File: config.mk
export PLATFORM = sky130hd
export DESIGN_NAME = ffbp_cell
export DESIGN_NICKNAME = d
export VERILOG_FILES = /design/src/hdl/ffbp_pkg.sv /design/src/hdl/ffbp_cell.sv
export SDC_FILE = /design/constraint.sdc
export NUM_CORES = 1
export LEC_CHECK = 0
export BUFFER_PORTS_ARGS = -buffer_cell sky130_fd_sc_hd__buf_2
export CAP_MARGIN = 20
export CORE_MARGIN = 3
export CORE_UTILIZATION = 40
export DETAILED_ROUTE_END_ITERATION = 12
export PLACE_DENSITY = 0.63
export RECOVER_POWER = 50
export SYNTH_ARGS = -nofsm -noshare
export SYNTH_HDL_FRONTEND = slang
export SYNTH_SLANG_ARGS = --single-unit
export TNS_END_PERCENT = 50
File: constraint.sdc
create_clock -name aclk -period 4.5 [get_ports aclk]
set_clock_uncertainty 0.05 [all_clocks]
set_input_delay 0.225 -clock aclk [delete_from_list [all_inputs] [get_ports aclk]]
set_output_delay 0.225 -clock aclk [all_outputs]
set_load 0.02 [all_outputs]
File: src/hdl/ffbp_pkg.sv
// Package for the first-fit bin packer.
// Holds field widths, reset constants, error codes and the flag struct
// that moves between cells. No dependencies.
package ffbp_pkg;

    // Fixed widths of the item and result fields.
    localparam int SIZE_W  = 16;
    localparam int INDEX_W = 6;
    localparam int USED_W  = 7;
    localparam int ERR_W   = 2;

    // Capacity after reset.
    localparam logic [SIZE_W-1:0] CAP_RESET = 16'd100;

    // Error codes of a result item.
    localparam logic [ERR_W-1:0] ERR_NONE     = 2'd0;
    localparam logic [ERR_W-1:0] ERR_OVERSIZE = 2'd1;
    localparam logic [ERR_W-1:0] ERR_FULL     = 2'd2;

    // Status of an object as it travels down the row of cells.
    typedef struct packed {
        logic valid;     // a live object sits in this slot
        logic last;      // final object of a set; cells clear behind it
        logic oversize;  // larger than the capacity, never placed
        logic placed;    // some cell has taken the object
        logic opened;    // the cell that took it was opened for it
    } tok_flags_t;

endpackage

File: src/hdl/ffbp_cell.sv
// One bin cell of the first-fit packer row.
// Holds the fill and open flag of one bin and passes the object on.
// Depends on ffbp_pkg.
module ffbp_cell
    import ffbp_pkg::*;
#(
    parameter int MAX_BINS = 64,
    parameter int CELL_ID  = 0
) (
    input  logic                           aclk,
    input  logic                           aresetn,
    input  logic                           advance,
    input  logic [SIZE_W-1:0]              capacity,
    input  tok_flags_t                     flags_in,
    input  logic [SIZE_W-1:0]              size_in,
    input  logic [$clog2(MAX_BINS)-1:0]    index_in,
    input  logic [$clog2(MAX_BINS+1)-1:0]  count_in,
    output tok_flags_t                     flags_out,
    output logic [SIZE_W-1:0]              size_out,
    output logic [$clog2(MAX_BINS)-1:0]    index_out,
    output logic [$clog2(MAX_BINS+1)-1:0]  count_out
);

    localparam int IDX_W = $clog2(MAX_BINS);
    localparam int CNT_W = $clog2(MAX_BINS + 1);

    // Bin state.
    logic              open_reg, open_next;
    logic [SIZE_W-1:0] fill_reg, fill_next;

    // Object slot handed to the next cell.
    tok_flags_t        flags_reg, flags_next;
    logic [SIZE_W-1:0] size_reg;
    logic [IDX_W-1:0]  index_reg, index_next;
    logic [CNT_W-1:0]  count_reg, count_next;

    logic [SIZE_W:0] sum;
    logic            fits;
    logic            take;
    logic            open_now;

    // Fit test: an open bin takes the object if fill plus size stays within capacity.
    assign sum  = {1'b0, fill_reg} + {1'b0, size_in};
    assign fits = open_reg && (sum <= {1'b0, capacity});
    assign take = flags_in.valid && !flags_in.oversize && !flags_in.placed
                  && (fits || !open_reg);
    assign open_now = open_reg || take;

    // Update of the object slot.
    always_comb begin
        flags_next        = flags_in;
        flags_next.placed = flags_in.placed || take;
        flags_next.opened = flags_in.opened || (take && !open_reg);
        index_next        = take ? IDX_W'(CELL_ID) : index_in;
        count_next        = count_in + CNT_W'(open_now);
    end

    // Update of the bin; a last object clears the bin once it has passed.
    always_comb begin
        open_next = open_reg;
        fill_next = fill_reg;
        if (flags_in.valid) begin
            if (flags_in.last) begin
                open_next = 1'b0;
                fill_next = '0;
            end else if (take) begin
                open_next = 1'b1;
                fill_next = open_reg ? sum[SIZE_W-1:0] : size_in;
            end
        end
    end

    // Control registers.
    always_ff @(posedge aclk) begin
        if (!aresetn) begin
            open_reg  <= 1'b0;
            flags_reg <= '0;
        end else if (advance) begin
            open_reg  <= open_next;
            flags_reg <= flags_next;
        end
    end

    // Payload registers.
    always_ff @(posedge aclk) begin
        if (advance) begin
            fill_reg  <= fill_next;
            size_reg  <= size_in;
            index_reg <= index_next;
            count_reg <= count_next;
        end
    end

    assign flags_out = flags_reg;
    assign size_out  = size_reg;
    assign index_out = index_reg;
    assign count_out = count_reg;

endmodule

==> flow_metrics.env, run 1 <==
export IMPL_gp_congestion=0.918
export IMPL_yosys_warnings=0
export IMPL_die_width_um=94.0
export IMPL_synthTopCellsByArea="edfxtp_1 (44%), ha_1 (14%), dfxtp_1 (3.9%)"
export IMPL_clockBufferDepth=2
export IMPL_setup_violations=0
export IMPL_syn2layout_area_growth_pct=20.1
export IMPL_grt_antenna_before_repair=0
export IMPL_synthTopCellsByCount="edfxtp_1 (45), ha_1 (34), nor2_1 (22)"
export IMPL_wl_met2_mm=3.09
export IMPL_post_route_period_util=0.944
export IMPL_grt_overflow=0
export IMPL_hold_buffers=0
export IMPL_vias=2400
export IMPL_numCtsBuffers=5
export IMPL_port_buffers=86
export IMPL_synth_edff_count=45
export IMPL_min_delay_start="size_in[3]"
export IMPL_synthCells=277
export IMPL_dp_hpwl_mm=5.33
export IMPL_hold_class="input pin to register"
export IMPL_grt_util_all_layers=0.157
export IMPL_hold_violations=0
export IMPL_cts_tree="yes"
export IMPL_critPathKind="register to register"
export IMPL_drc_errors=0
export IMPL_routed_via_density=5.14
export IMPL_num_rows=31
export IMPL_core_area_mm2=0.00737
export IMPL_netlist_area_leader_share=0.436
export IMPL_cellPowerDensity_mw_per_mm2=296
export IMPL_wire_per_inst_um=14.6
export IMPL_wl_met3_um=511
export IMPL_n_antenna_cell=0
export IMPL_p_leak_nw=1.57
export IMPL_period_needed_ps=4250
export IMPL_drv_slew=0
export IMPL_synth_seq_cells=51
export IMPL_clock_latency_ps=300
export IMPL_grt_pass1_vias=2397
export IMPL_status="completed"
export IMPL_path_max_fanout=16
export IMPL_first_iter_violations=134
export IMPL_ctsRootBufferMaster="clkbuf_8"
export IMPL_async_flop_share=0
export IMPL_ant_nets=0
export IMPL_synth_most_common_cell="edfxtp_1"
export IMPL_die_h_um=94.0
export IMPL_max_slew_margin=0.372
export IMPL_nNetsFinal=455
export IMPL_fillers=710
export IMPL_rr_startpoint="fill_reg[1]"
export IMPL_dr_pass1_iters=4
export IMPL_grt_first_pass_wirelength_mm=11.0
export IMPL_dieArea_mm2=0.00884
export IMPL_hold_slack_ps=118
export IMPL_worstMarginPinSlew_ps=940
export IMPL_synth_distinct_cells=44
export IMPL_yosysTopAreaCell="edfxtp_1"
export IMPL_synth_ff_type="edfxtp_1"
export IMPL_synthesis_area_mm2=0.00310
export IMPL_post_cts_setup_buffers=0
export IMPL_wl_met1_mm=3.16
export IMPL_top_layer_used="met4"
export IMPL_dp_cells=459
export IMPL_grt_max_degree=38
export IMPL_h_tree_depth=2
export IMPL_avgSynthCellArea_um2=11.2
export IMPL_rsz0062_at_grt="false"
export IMPL_peakVddDrop_v=0.000156
export IMPL_start_util=0.421
export IMPL_max_freq_ghz=0.235
export IMPL_crit_start="fill_reg[1]"
export IMPL_ys_seq_area_frac=0.475
export IMPL_clk_pin_slew_ps=90
export IMPL_tns_ps=0
export IMPL_final_cells=467
export IMPL_syn_num_nets=365
export IMPL_wirelength_mm=6.82
export IMPL_critical_path_required_ps=4470
export IMPL_maxCapViolCount=0
export IMPL_drive_gt1_frac=0.217
export IMPL_cp_start_kind="register"
export IMPL_clock_sinks=51
export IMPL_cp_end_kind="register"
export IMPL_num_io_pins=87
export IMPL_crit_arrival_ps=4220
export IMPL_total_power_mw=1.10
[worst paths after layout]
kind / cells after the start / end / slack [ps]
max: 14 / fill_reg[11] / 250
min: 1 / size_out[3] / 120
max reg2reg: 14 / fill_reg[11] / 250
min reg2reg: 2 / flags_out[4] / 450
[worst max-delay path, cell delays in order, from the launching register on]
cell	delay (ps)
edfxtp_1	440
ha_1	330
a211oi_2	260
o21ai_1	120
a31oi_2	290
o21bai_2	140
a311o_1	420
xor2_1	160
ha_1	200
a2111o_1	390
a2111o_1	390
a211oi_2	250
a31oi_2	130
a21oi_2	200
buf_12	180
[cell families after synthesis]
group | after synthesis | synth area share
adders and majority gates | 35 | 0.144
and+or+nand+nor | 73 | 0.117
buffers and inverters | 26 | 0.0315
DFF | 51 | 0.475
xor gates and xnor gates | 19 | 0.0537
muxes | 12 | 0.0388
AOI/OAI and AO/OA | 61 | 0.140
[layout by cell type, fill, tap and decap left out, types with 3 or more instances in the layout]
cell type	instances
clkbuf_8	5
nor3_1	6
nand2b_1	6
inv_1	21
nand2_1	9
xnor2_1	10
edfxtp_1	45
and2_1	6
buf_2	58
clkbuf_1	29
a21oi_1	18
dfxtp_1	6
nand3_1	9
xor2_1	9
a21o_1	4
nor2_1	22
ha_1	34
nand4_1	5
nor2b_1	5
a211oi_2	3
o21ai_0	8
mux2i_1	12
[layer usage]
layer | track usage | vias to the layer above
li1 | - | 1208
met1 | 0.209 | 1096
met4 | 0.0469 | 0
met5 | 0 | -
met2 | 0.256 | 88
met3 | 0.0361 | 8
[through the flow]
step                      cell area (µm²)  utilization  worst slack, ps
final                                3720        0.505              250
after global routing                 3720        0.505             1.63
after CTS                            3750        0.509             86.1
after detailed placement             3670        0.497              132
after global placement               3670        0.497              265
after floorplan                      3100            -              196
[report_power, final]
group          internal, mW  leakage [nW]  switching, mW
logic                 0.118          1.04          0.169
registers             0.548         0.486        0.00925
clock network         0.109        0.0412          0.149
total                 0.775          1.57          0.327
[area by class of cell]
class	instances	area, µm²	area share
Clock buffer	6	72.6	0.0195
Sequential cell	51	1470	0.395
Tap cell	99	124	0.0333
Multi-Input combinational cell	200	1540	0.414
Timing Repair Buffer	88	423	0.114
Clock inverter	2	12.5	0.00336
Inverter	21	78.8	0.0212
[timing repair]
item | in CTS | in global routing
hold endpoints to repair | 0 | 0
setup endpoints to repair | 0 | 22
resized for setup | 0 | 3
Power figures use the tool's default switching activity.
==> run 2: changes to the inputs <==
--- a/config.mk
+++ b/config.mk
@@ -9,9 +9,10 @@
 export CAP_MARGIN = 20
 export CORE_MARGIN = 3
 export CORE_UTILIZATION = 40
+export CTS_BUF_LIST = sky130_fd_sc_hd__clkbuf_16
 export DETAILED_ROUTE_END_ITERATION = 12
 export PLACE_DENSITY = 0.63
-export RECOVER_POWER = 50
+export RECOVER_POWER = 100
 export SYNTH_ARGS = -nofsm -noshare
 export SYNTH_HDL_FRONTEND = slang
 export SYNTH_SLANG_ARGS = --single-unit
==> run 2 against run 1 <==
  * Combinational power shrank 2%
  * Worst hold slack improved by 23 ps
  * Cell count unchanged
  * Register-to-register slack got worse by 30 ps
  * Critical path type unchanged
  * Largest power group unchanged
  * Highest routed layer unchanged
==> flow_metrics.env, run 2 (synthesized netlist as in run 1, its figures left out) <==
export IMPL_critPathKind="register to register"
export IMPL_dr_pass1_iters=4
export IMPL_num_rows=31
export IMPL_reg2regPathDepth=14
export IMPL_path_max_fanout=16
export IMPL_hold_class="input pin to register"
export IMPL_p_int_mw=0.863
export IMPL_ant_nets=0
export IMPL_period_needed_ps=4280
export IMPL_crit_cells=14
export IMPL_n_antenna_cell=0
export IMPL_final_cells=467
export IMPL_status="completed"
export IMPL_numCtsBuffers=5
export IMPL_cts_resized_gates=0
export IMPL_fillers=718
export IMPL_dp_cells=459
export IMPL_h_tree_depth=2
export IMPL_cellPowerDensity_mw_per_mm2=322
export IMPL_p_leak_nw=1.52
export IMPL_tns_ps=0
export IMPL_die_h_um=94.0
export IMPL_die_width_um=94.0
export IMPL_nNetsFinal=455
export IMPL_start_util=0.421
export IMPL_clockBufferDepth=2
export IMPL_core_area_mm2=0.00737
export IMPL_total_power_mw=1.20
export IMPL_fin_ws_ps=225
export IMPL_cp_start_kind="register"
export IMPL_cts_tree="yes"
export IMPL_vias=2404
export IMPL_swShare=0.281
export IMPL_num_io_pins=87
export IMPL_grt_overflow=0
export IMPL_holdPathStages=1
export IMPL_drv_slew=0
export IMPL_pre_cts_ws_ps=132
export IMPL_ctsRootBufferMaster="clkbuf_16"
export IMPL_rsz0062_at_grt="false"
export IMPL_gp_congestion=0.918
export IMPL_wirelength_mm=6.89
export IMPL_grt_util_all_layers=0.158
export IMPL_dp_hpwl_mm=5.33
export IMPL_post_route_period_util=0.950
export IMPL_crit_family="compound AO/OA/AOI/OAI gates"
export IMPL_max_slew_margin=0.369
export IMPL_seqPwrFrac=0.465
export IMPL_worstMarginPinSlew_ps=946
export IMPL_drc_errors=0
export IMPL_peakVddDrop_v=0.000149
export IMPL_p_comb_frac=0.234
export IMPL_critical_path_required_ps=4440
export IMPL_crit_arrival_ps=4210
export IMPL_first_iter_violations=133
export IMPL_setup_violations=0
export IMPL_power_frac_clock=0.301
export IMPL_hold_buffers=0
export IMPL_grt_pass1_vias=2391
export IMPL_cp_end_kind="register"
export IMPL_max_freq_ghz=0.234
export IMPL_post_cts_setup_buffers=0
export IMPL_dieArea_mm2=0.00884
export IMPL_grt_max_degree=38
export IMPL_clock_latency_ps=290
export IMPL_port_buffers=86
export IMPL_final_common_cell="clkbuf_1"
export IMPL_hold_violations=0
export IMPL_drive_gt1_frac=0.149
export IMPL_grt_antenna_before_repair=0
export IMPL_cp_num_buf_inv=1
export IMPL_syn2layout_area_growth_pct=20.3
export IMPL_clk_pin_slew_ps=70
export IMPL_grt_first_pass_wirelength_mm=11.1
export IMPL_mostFrequentLayoutCells="clkbuf_1 (51), edfxtp_1 (45), buf_2 (36)"
export IMPL_crit_slowest_cell="edfxtp_1"
export IMPL_wire_per_inst_um=14.8
export IMPL_cp_cell_sequence="ha_1 > a211oi_2 > o21ai_1 > a31oi_2 > o21bai_1 > a311o_1 > xor2_1 > ha_1 > a2111o_1 > a2111o_1 > a211oi_2 > a31oi_1 > a21oi_2 > buf_6"
export IMPL_power_switching_mw=0.338
export IMPL_clock_sinks=51
export IMPL_routed_via_density=5.15
export IMPL_hold_slack_ps=140
export IMPL_critical_path_max_stage_delay_ps=430
export IMPL_maxCapViolCount=0
==> run 2: worst reg2reg max path, cell delays in order, from the launching register on <==
cell and delay [ps]:
edfxtp_1 430, ha_1 330, a211oi_2 260, o21ai_1 120
a31oi_2 270, o21bai_1 180, a311o_1 430, xor2_1 160
ha_1 200, a2111o_1 390, a2111o_1 390, a211oi_2 230
a31oi_1 140, a21oi_2 170, buf_6 220
==> run 2: layer usage <==
metal  wire [µm]  up-vias  part of all wire  track usage
met4          64        0            0.0093       0.0445
met5           0        -                 0            0
li1            -     1205                 -            -
met2        3140       86              0.46        0.259
met1        3210     1106              0.47        0.209
met3         480        7             0.070       0.0361
==> run 2: area by class of cell <==
cell class | instances | area, µm² | area share
clock buffer | 5 | 125 | 0.0335
multi-input combinational | 200 | 1530 | 0.411
inverter | 21 | 78.8 | 0.0211
timing repair buffer | 88 | 383 | 0.103
sequential | 51 | 1470 | 0.394
tap | 99 | 124 | 0.0332
clock inverter | 3 | 16.3 | 0.00436
==> run 2: metrics by stage <==
stage,util,instance area (µm²)
floorplan,-,3100
global placement,0.497,3670
detailed placement,0.497,3670
CTS,0.517,3810
global route,0.506,3730
finish,0.506,3730
==> run 2: final timing paths <==
| check | startpoint | endpoint | slack, ps |
|---|---|---|---|
| max | fill_reg[1] | fill_reg[11] | 220 |
| min reg2reg | flags_out[4] | flags_out[4] | 450 |
| max reg2reg | fill_reg[1] | fill_reg[11] | 220 |
| min | size_in[4] | size_out[4] | 140 |
==> run 2: power by group through the flow <==
stage,Combinational (mW),Sequential [mW],Clock (mW)
after floorplan,0.162,0.597,0
after global placement,0.288,0.567,0
after detailed placement,0.291,0.568,0
after CTS,0.293,0.558,0.377
after global routing,0.317,0.561,0.400
final,0.281,0.558,0.362
