### config.mk
export PLATFORM = sky130hd
export DESIGN_NAME = ffbp_result
export DESIGN_NICKNAME = d
export VERILOG_FILES = /design/src/hdl/ffbp_pkg.sv /design/src/hdl/ffbp_result.sv
export SDC_FILE = /design/constraint.sdc
export NUM_CORES = 1
export LEC_CHECK = 0
export ABC_CLOCK_PERIOD_IN_PS = 1100
export BUFFER_PORTS_ARGS = -buffer_cell sky130_fd_sc_hd__buf_4
export CAP_MARGIN = 20
export CORE_MARGIN = 4
export CORE_UTILIZATION = 40
export CTS_BUF_LIST = sky130_fd_sc_hd__clkbuf_2
export DETAILED_ROUTE_END_ITERATION = 8
export PLACE_DENSITY = 0.91
export SYNTH_ARGS = -nofsm -noshare
export SYNTH_HDL_FRONTEND = slang
export SYNTH_SLANG_ARGS = --single-unit
### constraint.sdc
create_clock -name aclk -period 1.1 [get_ports aclk]
set_clock_uncertainty 0.05 [all_clocks]
set_input_delay 0.22 -clock aclk [delete_from_list [all_inputs] [get_ports aclk]]
set_output_delay 0.22 -clock aclk [all_outputs]
set_load 0.005 [all_outputs]
### src/hdl/ffbp_pkg.sv
// Package for the first-fit bin packer.
// Holds field widths, reset constants, error codes and the flag struct
// that moves between cells. No dependencies.
package ffbp_pkg;

    // Fixed widths of the item and result fields.
    localparam int SIZE_W  = 16;
    localparam int INDEX_W = 6;
    localparam int USED_W  = 7;
    localparam int ERR_W   = 2;

    // Capacity after reset.
    localparam logic [SIZE_W-1:0] CAP_RESET = 16'd100;

    // Error codes of a result item.
    localparam logic [ERR_W-1:0] ERR_NONE     = 2'd0;
    localparam logic [ERR_W-1:0] ERR_OVERSIZE = 2'd1;
    localparam logic [ERR_W-1:0] ERR_FULL     = 2'd2;

    // Status of an object as it travels down the row of cells.
    typedef struct packed {
        logic valid;     // a live object sits in this slot
        logic last;      // final object of a set; cells clear behind it
        logic oversize;  // larger than the capacity, never placed
        logic placed;    // some cell has taken the object
        logic opened;    // the cell that took it was opened for it
    } tok_flags_t;

endpackage

### src/hdl/ffbp_result.sv
// Result stage of the first-fit packer.
// Encodes the error code, fits indexes to the field widths and holds the
// result item until it is taken. Depends on ffbp_pkg.
module ffbp_result
    import ffbp_pkg::*;
#(
    parameter int MAX_BINS = 64
) (
    input  logic                           aclk,
    input  logic                           aresetn,
    input  tok_flags_t                     flags_in,
    input  logic [$clog2(MAX_BINS)-1:0]    index_in,
    input  logic [$clog2(MAX_BINS+1)-1:0]  count_in,
    output logic                           advance,
    output logic                           m_valid,
    input  logic                           m_ready,
    output logic [INDEX_W-1:0]             m_bin_index,
    output logic                           m_opened_new,
    output logic [USED_W-1:0]              m_bins_used,
    output logic [ERR_W-1:0]               m_error_code,
    output logic                           m_set_done
);

    localparam int IDX_W = $clog2(MAX_BINS);
    localparam int CNT_W = $clog2(MAX_BINS + 1);

    logic                  valid_reg;
    logic [INDEX_W-1:0]    index_reg, index_next;
    logic                  opened_reg;
    logic [USED_W-1:0]     used_reg, used_next;
    logic [ERR_W-1:0]      err_reg, err_next;
    logic                  done_reg;
    logic [IDX_W+INDEX_W-1:0] index_ext;
    logic [CNT_W+USED_W-1:0]  count_ext;

    // The whole row moves whenever the output slot is free or being emptied.
    assign advance = !valid_reg || m_ready;

    // Widen, then keep the low bits of each field.
    assign index_ext  = {{INDEX_W{1'b0}}, index_in};
    assign count_ext  = {{USED_W{1'b0}}, count_in};
    assign index_next = index_ext[INDEX_W-1:0];
    assign used_next  = count_ext[USED_W-1:0];

    // Error code from the object's flags.
    always_comb begin
        if (flags_in.oversize) begin
            err_next = ERR_OVERSIZE;
        end else if (!flags_in.placed) begin
            err_next = ERR_FULL;
        end else begin
            err_next = ERR_NONE;
        end
    end

    always_ff @(posedge aclk) begin
        if (!aresetn) begin
            valid_reg <= 1'b0;
        end else if (advance) begin
            valid_reg <= flags_in.valid;
        end
    end

    always_ff @(posedge aclk) begin
        if (advance) begin
            index_reg  <= index_next;
            opened_reg <= flags_in.opened;
            used_reg   <= used_next;
            err_reg    <= err_next;
            done_reg   <= flags_in.last;
        end
    end

    assign m_valid      = valid_reg;
    assign m_bin_index  = index_reg;
    assign m_opened_new = opened_reg;
    assign m_bins_used  = used_reg;
    assign m_error_code = err_reg;
    assign m_set_done   = done_reg;

    // A new bin is only reported for a placed object.
    assert property (@(posedge aclk) disable iff (!aresetn)
        valid_reg && opened_reg |-> err_reg == ERR_NONE)
        else $error("opened bin reported with an error");

    // A failed object always reports bin zero.
    assert property (@(posedge aclk) disable iff (!aresetn)
        valid_reg && err_reg != ERR_NONE |-> index_reg == '0)
        else $error("nonzero bin index on error");

    // A placed object lands in a bin that is counted as open.
    assert property (@(posedge aclk) disable iff (!aresetn)
        valid_reg && err_reg == ERR_NONE && MAX_BINS <= 64
        |-> {1'b0, index_reg} < used_reg)
        else $error("bin index beyond the open bins");

endmodule

==> impl_metrics.csv, run 1 <==
group,metric,value,unit
timing,setup_viol,2,
outcome,run_status,"finished with violations",
worst_setup_path,crit_chain,"buf_6",
final_layout,antenna_cells,0,
yosys,async_flop_share,0,
die,fp-row-count,13,
yosys,synth.avg_cell_area,25.6,um^2
yosys,synth_top_area_cell,"edfxtp_1",
yosys,syn_area,563,um^2
timing,tightest_slew,225,ps
die,start_util,0.427,
global_routing,antenna_found_initial,0,
timing,timing.final.ws_setup,-14.6,ps
worst_setup_path,cp.required,830,ps
placed_design,io_buffer_count,39,
yosys,synthMuxAreaShare,0,
min_path,hp-start,"index_in[2]",
worst_setup_path,path_max_fanout,1,
global_routing,grt_start_max_net_pins,19,
die,ios,40,
drt,vias,349,
cts,clkTransAtPathRegs,160,ps
global_routing,gr-usage-met1,0.106,
global_routing,grt-ovfl-total,0,
yosys,synth_top_flop_cell,"edfxtp_1",
drt,post_drt_wl_per_cell,12.8,um
worst_setup_path,endpoint_kind,"output pin",
yosys,synth-edff-count,17,
job,maxCapViolCount,0,
yosys,synth-xor-area-share,0,
worst_setup_path,criticalPathCategory,"register to output pin",
yosys,synth_compound_area_frac,0.0200,
worst_setup_path,crit_buf_inv,1,
drt,ant_nets,0,
drt,via_per_inst,4.31,
timing,slew_violations,0,
yosys,yosysWarnings,0,
timing,fin_setup_tns,-22.1,ps
final_layout,fillers,103,
drt,wl,1040,um
worst_setup_path,slowest_stage,"edfxtp_1",
global_routing,grt_pass1_vias,355,
cts,numCtsBuffers,3,
cts,cts.path.max_buffers,2,
worst_setup_path,crit_arrival,840,ps
drt,drt-pass1-iter-count,4,
die,die_height,45.5,um
cts,htree_num_levels,1,
timing,whs,51.0,ps
yosys,synth_seq_cells,18,
die,core_area,1320,um^2
min_path,hp-class,"input pin to register",
worst_setup_path,cp_top_family,"flip-flops",
global_routing,busiest_layer,"met2",
power_and_ir_drop,powerDensity,1350,nW/um^2
drt,drt_first_iter_violations,6,
cts,clock_sinks,18,
final_layout,drive_gt1_frac,0.697,
yosys,synthSimpleGateAreaFrac,0.0311,
worst_setup_path,cp-start-kind,"register",
timing,rsz0062_at_grt,"true",
worst_setup_path,max_stage_delay,430,ps
timing,finalHoldViolCount,0,
yosys,synth_top_family_by_area,"simple AND/OR/NAND/NOR gates",
yosys,syn-num-nets,43,
yosys,seq_area_frac_synth,0.942,
yosys,synthAdderAreaFrac,0,
final_layout,nets,88,
placed_design,place.gp.congestion,0.598,
yosys,ys_top_cells_by_area,"edfxtp_1, dfxtp_1, nand2b_4",
global_routing,grt_first_pass_wirelength,1480,um
die,die-area,2070,um^2
power_and_ir_drop,irDropWorstVdd,892,uV
yosys,yosysMostFrequentCell,"edfxtp_1",
global_routing,grtUsageMet3,0.0277,
timing,min_period_over_period,1.01,
global_routing,use_met2,0.184,
yosys,synth_cell_types,6,
cts,root_buffer,"clkbuf_2",
power_and_ir_drop,p_leak,0.412,nW
worst_setup_path,crit_path_start,"m_bin_index[5]",
global_routing,track_usage,0.105,
yosys,yosysTopAreaCellShare,0.907,
timing,fmax,897,MHz
timing,fin_crit,1110,ps
worst_setup_path,r2r_start,"m_valid",
drt,drc_errors,0,
die,die_w,45.5,um
cts,clock_latency,270,ps
cts,cts_tree,"built",
yosys,synthCells,22,
cts,holdBufCountCts,0,
timing,max-slew-margin-rel,0.850,
outcome,violations,"setup timing",
final_layout,area_growth,61.6,%
where the power goes:
group | switching (mW) | internal, mW
sequential | 0.0144 | 0.801
combinational | 0.0454 | 0.107
clock | 0.180 | 0.0791
total | 0.240 | 0.987
per-stage QoR:
stage          setup WS (ps)  area, um^2  power (mW)  cells  utilization
2_1_floorplan            214         563       0.852     22            -
3_3_place_gp            73.9         875       0.977     76        0.664
3_5_place_dp            60.1         875       0.980     76        0.664
4_1_cts                -19.6         906        1.24     81        0.688
5_1_grt                -63.0         910        1.28     81        0.690
6_report               -14.6         910        1.23     81        0.690
timing repair:
| item | CTS | global route |
|---|---|---|
| endpoints found under the hold margin | 0 | 0 |
| gates resized for setup | 2 | 1 |
| endpoints found under the setup margin | 6 | 18 |
| buffers inserted | 1 | 0 |
registers in the layout, indices dropped and copies added (netlist names):
register / count
m_opened_new: 1
m_valid: 1
m_set_done: 1
m_error_code: 2
m_bin_index: 6
m_bins_used: 7
placed cells by master (no fill, tap or decap):
master / count
a21boi_2: 1
buf_4: 38
buf_6: 2
clkbuf_2: 3
clkinv_1: 1
dfxtp_2: 1
edfxtp_1: 17
inv_1: 1
nand2b_4: 1
nor2_1: 1
routing by layer:
layer,vias up,part of all wire,routed length (um)
li1,170,-,-
met1,158,0.35,360
met2,19,0.55,570
met3,2,0.095,99
met4,0,0.0058,6
met5,-,0,0
final cells by class:
type	instances	area, um^2	share of cell area
Sequential cell	18	532	0.585
Timing Repair Buffer	40	308	0.338
Multi-Input combinational cell	3	28.8	0.0316
Tap cell	15	18.8	0.0206
Clock buffer	3	15.0	0.0165
Clock inverter	1	3.75	0.00413
Inverter	1	3.75	0.00413
worst paths after layout:
check	cells after the start	endpoint	slack (ps)
max	1	m_bin_index[5]	-10
min	1	m_bin_index[2]	50
max reg2reg	2	m_bins_used[3]	80
min reg2reg	3	m_valid	730
logic make-up (layout without fill, tap and decap cells):
kind of cell    count (synthesis)  in the layout
flops                          18             18
simple gates                    2              2
compound gates                  1              1
buf+inv                         1             45
Note: power is estimated with default switching activity, not from simulation.
==> inputs of run 2 (changes only) <==
--- a/config.mk
+++ b/config.mk
@@ -5,6 +5,7 @@
 export SDC_FILE = /design/constraint.sdc
 export NUM_CORES = 1
 export LEC_CHECK = 0
+export ABC_AREA = 1
 export ABC_CLOCK_PERIOD_IN_PS = 1100
 export BUFFER_PORTS_ARGS = -buffer_cell sky130_fd_sc_hd__buf_4
 export CAP_MARGIN = 20
==> run 2 against run 1 <==
Net effect:
- the run still ends with setup timing left
- first-iteration DRC count is the same
- synthesized cell count grew 9.1%
- worst setup slack gained 10 ps
- register-to-register slack gained 20 ps
- worst hold slack lost 2.2 ps
- highest routed layer is now met3
==> impl_metrics.csv, run 2 <==
group,metric,value,unit
outcome,run_status,"finished with violations",
outcome,violations,"setup timing",
worst_setup_path,crit_buf_inv,1,
timing,finalHoldViolCount,0,
power_and_ir_drop,irDropWorstVdd,734,uV
job,maxCapViolCount,0,
worst_setup_path,path_max_fanout,1,
timing,max-slew-margin-rel,0.896,
min_path,hold_end,"m_bin_index[2]",
placed_design,dp_hpwl,952,um
final_layout,layout_commonest_cell,"buf_4",
min_path,hp-start,"index_in[2]",
final_layout,layout.cells.non_filler,85,
cts,clock_latency,280,ps
yosys,yosysMostFrequentCell,"edfxtp_1",
timing,setup_viol,1,
drt,drt-pass1-iter-count,4,
final_layout,fillers,99,
global_routing,grt-ovfl-total,0,
cts,clkTransAtPathRegs,160,ps
drt,wl,1180,um
global_routing,track_usage,0.126,
worst_setup_path,r2r_start,"m_valid",
worst_setup_path,r2r-end,"m_bins_used[3]",
placed_design,dp_cells,80,
timing,fmax,905,MHz
yosys,async_flop_share,0,
die,start_util,0.425,
timing,fin_crit,1100,ps
cts,root_buffer,"clkbuf_2",
global_routing,grt_start_max_net_pins,13,
placed_design,place.gp.congestion,0.649,
drt,drc_errors,0,
die,core_area,1320,um^2
yosys,syn-num-nets,45,
power_and_ir_drop,powerDensity,1340,nW/um^2
yosys,synth_common_cells,"edfxtp_1, inv_1",
yosys,yosysWarnings,0,
yosys,syn_area,561,um^2
cts,numCtsBuffers,3,
drt,vias,365,
die,die_height,45.4,um
yosys,synth.avg_cell_area,23.4,um^2
worst_setup_path,cp-start-kind,"register",
yosys,synthSimpleGateAreaFrac,0.0179,
power_and_ir_drop,finalPower,1.26,mW
final_layout,area_growth,67.9,%
yosys,yosysTopAreaCellShare,0.911,
worst_setup_path,endpoint_kind,"output pin",
timing,timing.final.ws_setup,-4.56,ps
final_layout,nets,92,
yosys,seq_area_frac_synth,0.946,
worst_setup_path,criticalPathCategory,"register to output pin",
drt,ant_nets,0,
global_routing,grt_pass1_vias,374,
timing,min_period_over_period,1.00,
cts,cts_tree,"built",
yosys,synthMuxAreaShare,0,
worst_setup_path,rr_worst_depth,3,
die,ios,40,
cts,cts.path.max_buffers,2,
yosys,ys_top_cells_by_area,"edfxtp_1, dfxtp_1, inv_1",
drt,via_per_inst,4.29,
yosys,synth-edff-count,17,
final_layout,final_cell_mix,"buf_4, edfxtp_1, clkbuf_2, inv_1, buf_6",
final_layout,antenna_cells,0,
die,die-area,2060,um^2
worst_setup_path,crit_arrival,830,ps
yosys,synth_compound_area_frac,0.0156,
worst_setup_path,crit_chain,"buf_4",
final_layout,final_area,941,um^2
min_path,hp-class,"input pin to register",
yosys,synth_top_family_by_area,"buffers and inverters",
drt,post_drt_wl_per_cell,13.9,um
global_routing,grt_first_pass_wirelength,1750,um
worst_setup_path,cp_top_family,"flip-flops",
cts,clock_sinks,18,
worst_setup_path,slowest_stage,"edfxtp_1",
final_layout,fin_util,0.714,
power_and_ir_drop,p_leak,0.439,nW
yosys,synth_top_area_cell,"edfxtp_1",
yosys,synth_seq_cells,18,
timing,tightest_slew,155,ps
cts,htree_num_levels,1,
final_layout,drive_gt1_frac,0.700,
worst_setup_path,cp.required,830,ps
global_routing,antenna_found_initial,0,
timing,rsz0062_at_grt,"true",
timing,slew_violations,0,
placed_design,io_buffer_count,39,
min_path,whs_path_depth,1,
placed_design,dpl-instance-area,900,um^2
yosys,synth_top_flop_cell,"edfxtp_1",
yosys,synthAdderAreaFrac,0,
die,fp-row-count,13,
final_layout,largest_reg_flops,7,
yosys,synthCells,24,
drt,drt_first_iter_violations,6,
yosys,synth_cell_types,6,
die,die_w,45.4,um
worst_setup_path,max_stage_delay,410,ps
worst_setup_path,rrSetupSlack,100,ps
yosys,synth-xor-area-share,0,
run 2: changes by cell type after synthesis:
cell	change
inv_1	+2
nand2_2	+1
a21oi_2	+1
nand2b_4	-1
a21boi_2	-1
run 2: worst max-delay path by stage:
stage	start	end	slack [ps]	depth (start not counted)
4_1_cts	m_bin_index[1]	m_bin_index[1]	-30	1
3_5_place_dp	m_ready	m_opened_new	150	4
5_1_grt	m_bins_used[5]	m_bins_used[5]	-70	1
6_report	m_bin_index[1]	m_bin_index[1]	-5	1
2_1_floorplan	m_valid	m_bin_index[0]	120	1
3_3_place_gp	m_ready	m_bins_used[3]	170	4
run 2: routing by layer:
metal	global-route usage	share of wire	up-vias
met5	0	0	-
met4	0.0702	0	0
met3	0.0356	0.13	0
met2	0.203	0.53	25
met1	0.149	0.34	158
li1	-	-	182
run 2: per-stage QoR:
step	hold WS (ps)	TNS (ps)	setup slack, ps
floorplan	269	0	119
global placement	349	0	166
detailed placement	350	0	146
CTS	31.2	-161	-33.0
global route	4.96	-831	-74.8
finish	48.9	-4.56	-4.56
run 2: report_power, final:
| part | leakage [nW] | internal (mW) | switching (mW) |
|---|---|---|---|
| combinational | 0.237 | 0.114 | 0.0511 |
| sequential | 0.185 | 0.801 | 0.0153 |
| clock | 0.0166 | 0.0964 | 0.183 |
| total | 0.439 | 1.01 | 0.249 |
run 2: area by class of cell:
cell class	instances	area (um^2)	share of cell area
Clock buffer	4	20.0	0.0213
Inverter	3	11.3	0.0120
Multi-Input combinational cell	3	23.8	0.0253
Sequential cell	18	532	0.565
Tap cell	15	18.8	0.0199
Timing Repair Buffer	42	335	0.356
run 2: what timing repair did:
action	in CTS	in global routing
setup buffers	1	0
gates resized for setup	3	1
setup endpoints to repair	13	18
hold buffers	0	0
pin swaps	1	0
run 2: logic make-up after synthesis:
logic type             count (synthesis)
DFF                                   18
buffers and inverters                  3
and+or+nand+nor                        2
AOI/OAI and AO/OA                      1
==> inputs of run 3 (changes only) <==
--- a/config.mk
+++ b/config.mk
@@ -7,7 +7,7 @@
 export LEC_CHECK = 0
 export ABC_AREA = 1
 export ABC_CLOCK_PERIOD_IN_PS = 1100
-export BUFFER_PORTS_ARGS = -buffer_cell sky130_fd_sc_hd__buf_4
+export BUFFER_PORTS_ARGS = -buffer_cell sky130_fd_sc_hd__clkbuf_2
 export CAP_MARGIN = 20
 export CORE_MARGIN = 4
 export CORE_UTILIZATION = 40
==> run 3 against run 2 <==
Net effect:
- the run now ends clean
- worst setup slack better by 9.1 ps
- combinational power fell by 29%
- routed wire length is 9.2% lower
- via count grew 5.2%
- sequential power hardly changed
- global-route usage decreased by 0.98 points
- power shrank 3.9%
- non-clock buffer count stayed put
- highest routed layer is now met4
==> impl_metrics.csv, run 3 (same netlist as run 2, synthesis figures left out) <==
group,metric,value,unit
drt,via_per_inst,4.52,
worst_setup_path,max_stage_delay,410,ps
timing,fmax,913,MHz
worst_setup_path,rrSetupSlack,110,ps
global_routing,gr-usage-met1,0.126,
global_routing,grt_start_max_net_pins,13,
drt,drc_errors,0,
worst_setup_path,crit_chain,"clkbuf_2",
worst_setup_path,crit_buf_inv,1,
min_path,hold_end,"m_bin_index[2]",
min_path,hp-start,"index_in[2]",
final_layout,area_growth,49.1,%
die,start_util,0.425,
job,maxCapViolCount,0,
global_routing,grtUsageMet3,0.0514,
timing,min_period_over_period,0.996,
worst_setup_path,crit_arrival,830,ps
die,core_area,1320,um^2
cts,holdBufCountCts,0,
cts,cts_tree,"built",
worst_setup_path,cp_top_family,"flip-flops",
cts,cts.path.max_buffers,2,
worst_setup_path,r2r-end,"m_bins_used[4]",
placed_design,dp_hpwl,880,um
outcome,run_status,"finished, final reports clean",
final_layout,final_area,836,um^2
die,die_w,45.4,um
power_and_ir_drop,irDropWorstVdd,743,uV
global_routing,use_met2,0.175,
power_and_ir_drop,pwr-share-comb,0.097,
die,die-area,2060,um^2
placed_design,pre_cts_ws,139,ps
worst_setup_path,rr_worst_depth,3,
drt,vias,384,
placed_design,io_buffer_count,39,
final_layout,fillers,97,
worst_setup_path,path_max_fanout,1,
power_and_ir_drop,seq_power_share,0.672,
cts,root_buffer,"clkbuf_2",
global_routing,busiest_layer,"met2",
drt,ant_nets,0,
worst_setup_path,slowest_stage,"edfxtp_1",
global_routing,grt_pass1_vias,382,
worst_setup_path,criticalPathCategory,"register to output pin",
final_layout,drive_gt1_frac,0.700,
global_routing,grt_first_pass_wirelength,1580,um
global_routing,antenna_found_initial,0,
timing,slew_violations,0,
cts,clock_latency,280,ps
placed_design,place.gp.congestion,0.646,
global_routing,track_usage,0.116,
power_and_ir_drop,sw_frac_of_total,0.203,
worst_setup_path,cp.required,830,ps
final_layout,layout_commonest_cell,"clkbuf_2",
worst_setup_path,endpoint_kind,"output pin",
final_layout,nets,92,
final_layout,fin_util,0.634,
timing,fin_crit,1100,ps
die,die_height,45.4,um
final_layout,final_cell_mix,"clkbuf_2, edfxtp_1, inv_1, buf_4",
timing,max-slew-margin-rel,0.898,
timing,setup_viol,0,
power_and_ir_drop,p_switching,0.246,mW
global_routing,grt-ovfl-total,0,
timing,tightest_slew,154,ps
drt,wl,1070,um
timing,timing.final.ws_setup,4.54,ps
die,ios,40,
final_layout,largest_reg_flops,7,
min_path,hp-class,"input pin to register",
cts,clock_sinks,18,
power_and_ir_drop,pwr-share-clk,0.231,
power_and_ir_drop,intPower,0.965,mW
cts,numCtsBuffers,3,
worst_setup_path,r2r_start,"m_valid",
cts,htree_num_levels,1,
placed_design,dpl-instance-area,802,um^2
cts,clkTransAtPathRegs,150,ps
drt,drt_first_iter_violations,10,
power_and_ir_drop,powerDensity,1450,nW/um^2
min_path,whs_path_depth,1,
die,fp-row-count,13,
power_and_ir_drop,p_leak,0.411,nW
timing,finalHoldViolCount,0,
worst_setup_path,cp-start-kind,"register",
timing,rsz0062_at_grt,"true",
final_layout,antenna_cells,0,
drt,post_drt_wl_per_cell,12.6,um
drt,drt-pass1-iter-count,2,
-- run 3: changes by cell type in the layout (fill, tap and decap cells not counted) --
cell and change:
buf_6 -2, buf_4 -37, clkbuf_2 +39
-- run 3: final cells by class --
type / count / area, um^2 / share of cell area
tap: 15 / 18.8 / 0.0225
clock buffer: 4 / 20.0 / 0.0240
multi-input combinational: 3 / 23.8 / 0.0284
timing repair buffer: 42 / 230 / 0.275
sequential: 18 / 532 / 0.636
inverter: 3 / 11.3 / 0.0135
-- run 3: timing repair --
| action | CTS | global route |
|---|---|---|
| setup buffers | 1 | 0 |
| pin swaps | 1 | 0 |
| endpoints found under the setup margin | 2 | 17 |
| resized for setup | 2 | 0 |
| endpoints found under the hold margin | 0 | 0 |
-- run 3: worst max-delay path by stage --
stage,from,to,depth (start not counted)
finish,m_bin_index[2],m_bin_index[2],1
global route,m_bin_index[2],m_bin_index[2],1
CTS,m_bin_index[2],m_bin_index[2],1
global placement,m_ready,m_bins_used[3],4
detailed placement,m_ready,m_bins_used[3],4
floorplan,m_valid,m_bin_index[0],1
-- run 3: layer usage --
| metal | wire, um | share of wire |
|---|---|---|
| met4 | 26 | 0.024 |
| met2 | 501 | 0.47 |
| met1 | 383 | 0.36 |
| met5 | 0 | 0 |
| met3 | 158 | 0.15 |
-- run 3: power by group through the flow --
stage                     clock network [mW]  registers (mW)  logic (mW)
after detailed placement                   0           0.829       0.116
final                                  0.280           0.814       0.117
after CTS                              0.286           0.814       0.120
after global placement                     0           0.827       0.112
after global routing                   0.319           0.818       0.130
after floorplan                            0           0.836      0.0150
-- run 3: per-stage QoR --
step	total power [mW]	setup TNS, ps	std cells	hold WS (ps)
after global routing	1.27	-417	85	5.51
after detailed placement	0.945	0	80	349
after floorplan	0.851	0	24	269
after global placement	0.939	0	80	348
final	1.21	0	85	45.1
after CTS	1.22	-0.502	85	37.6
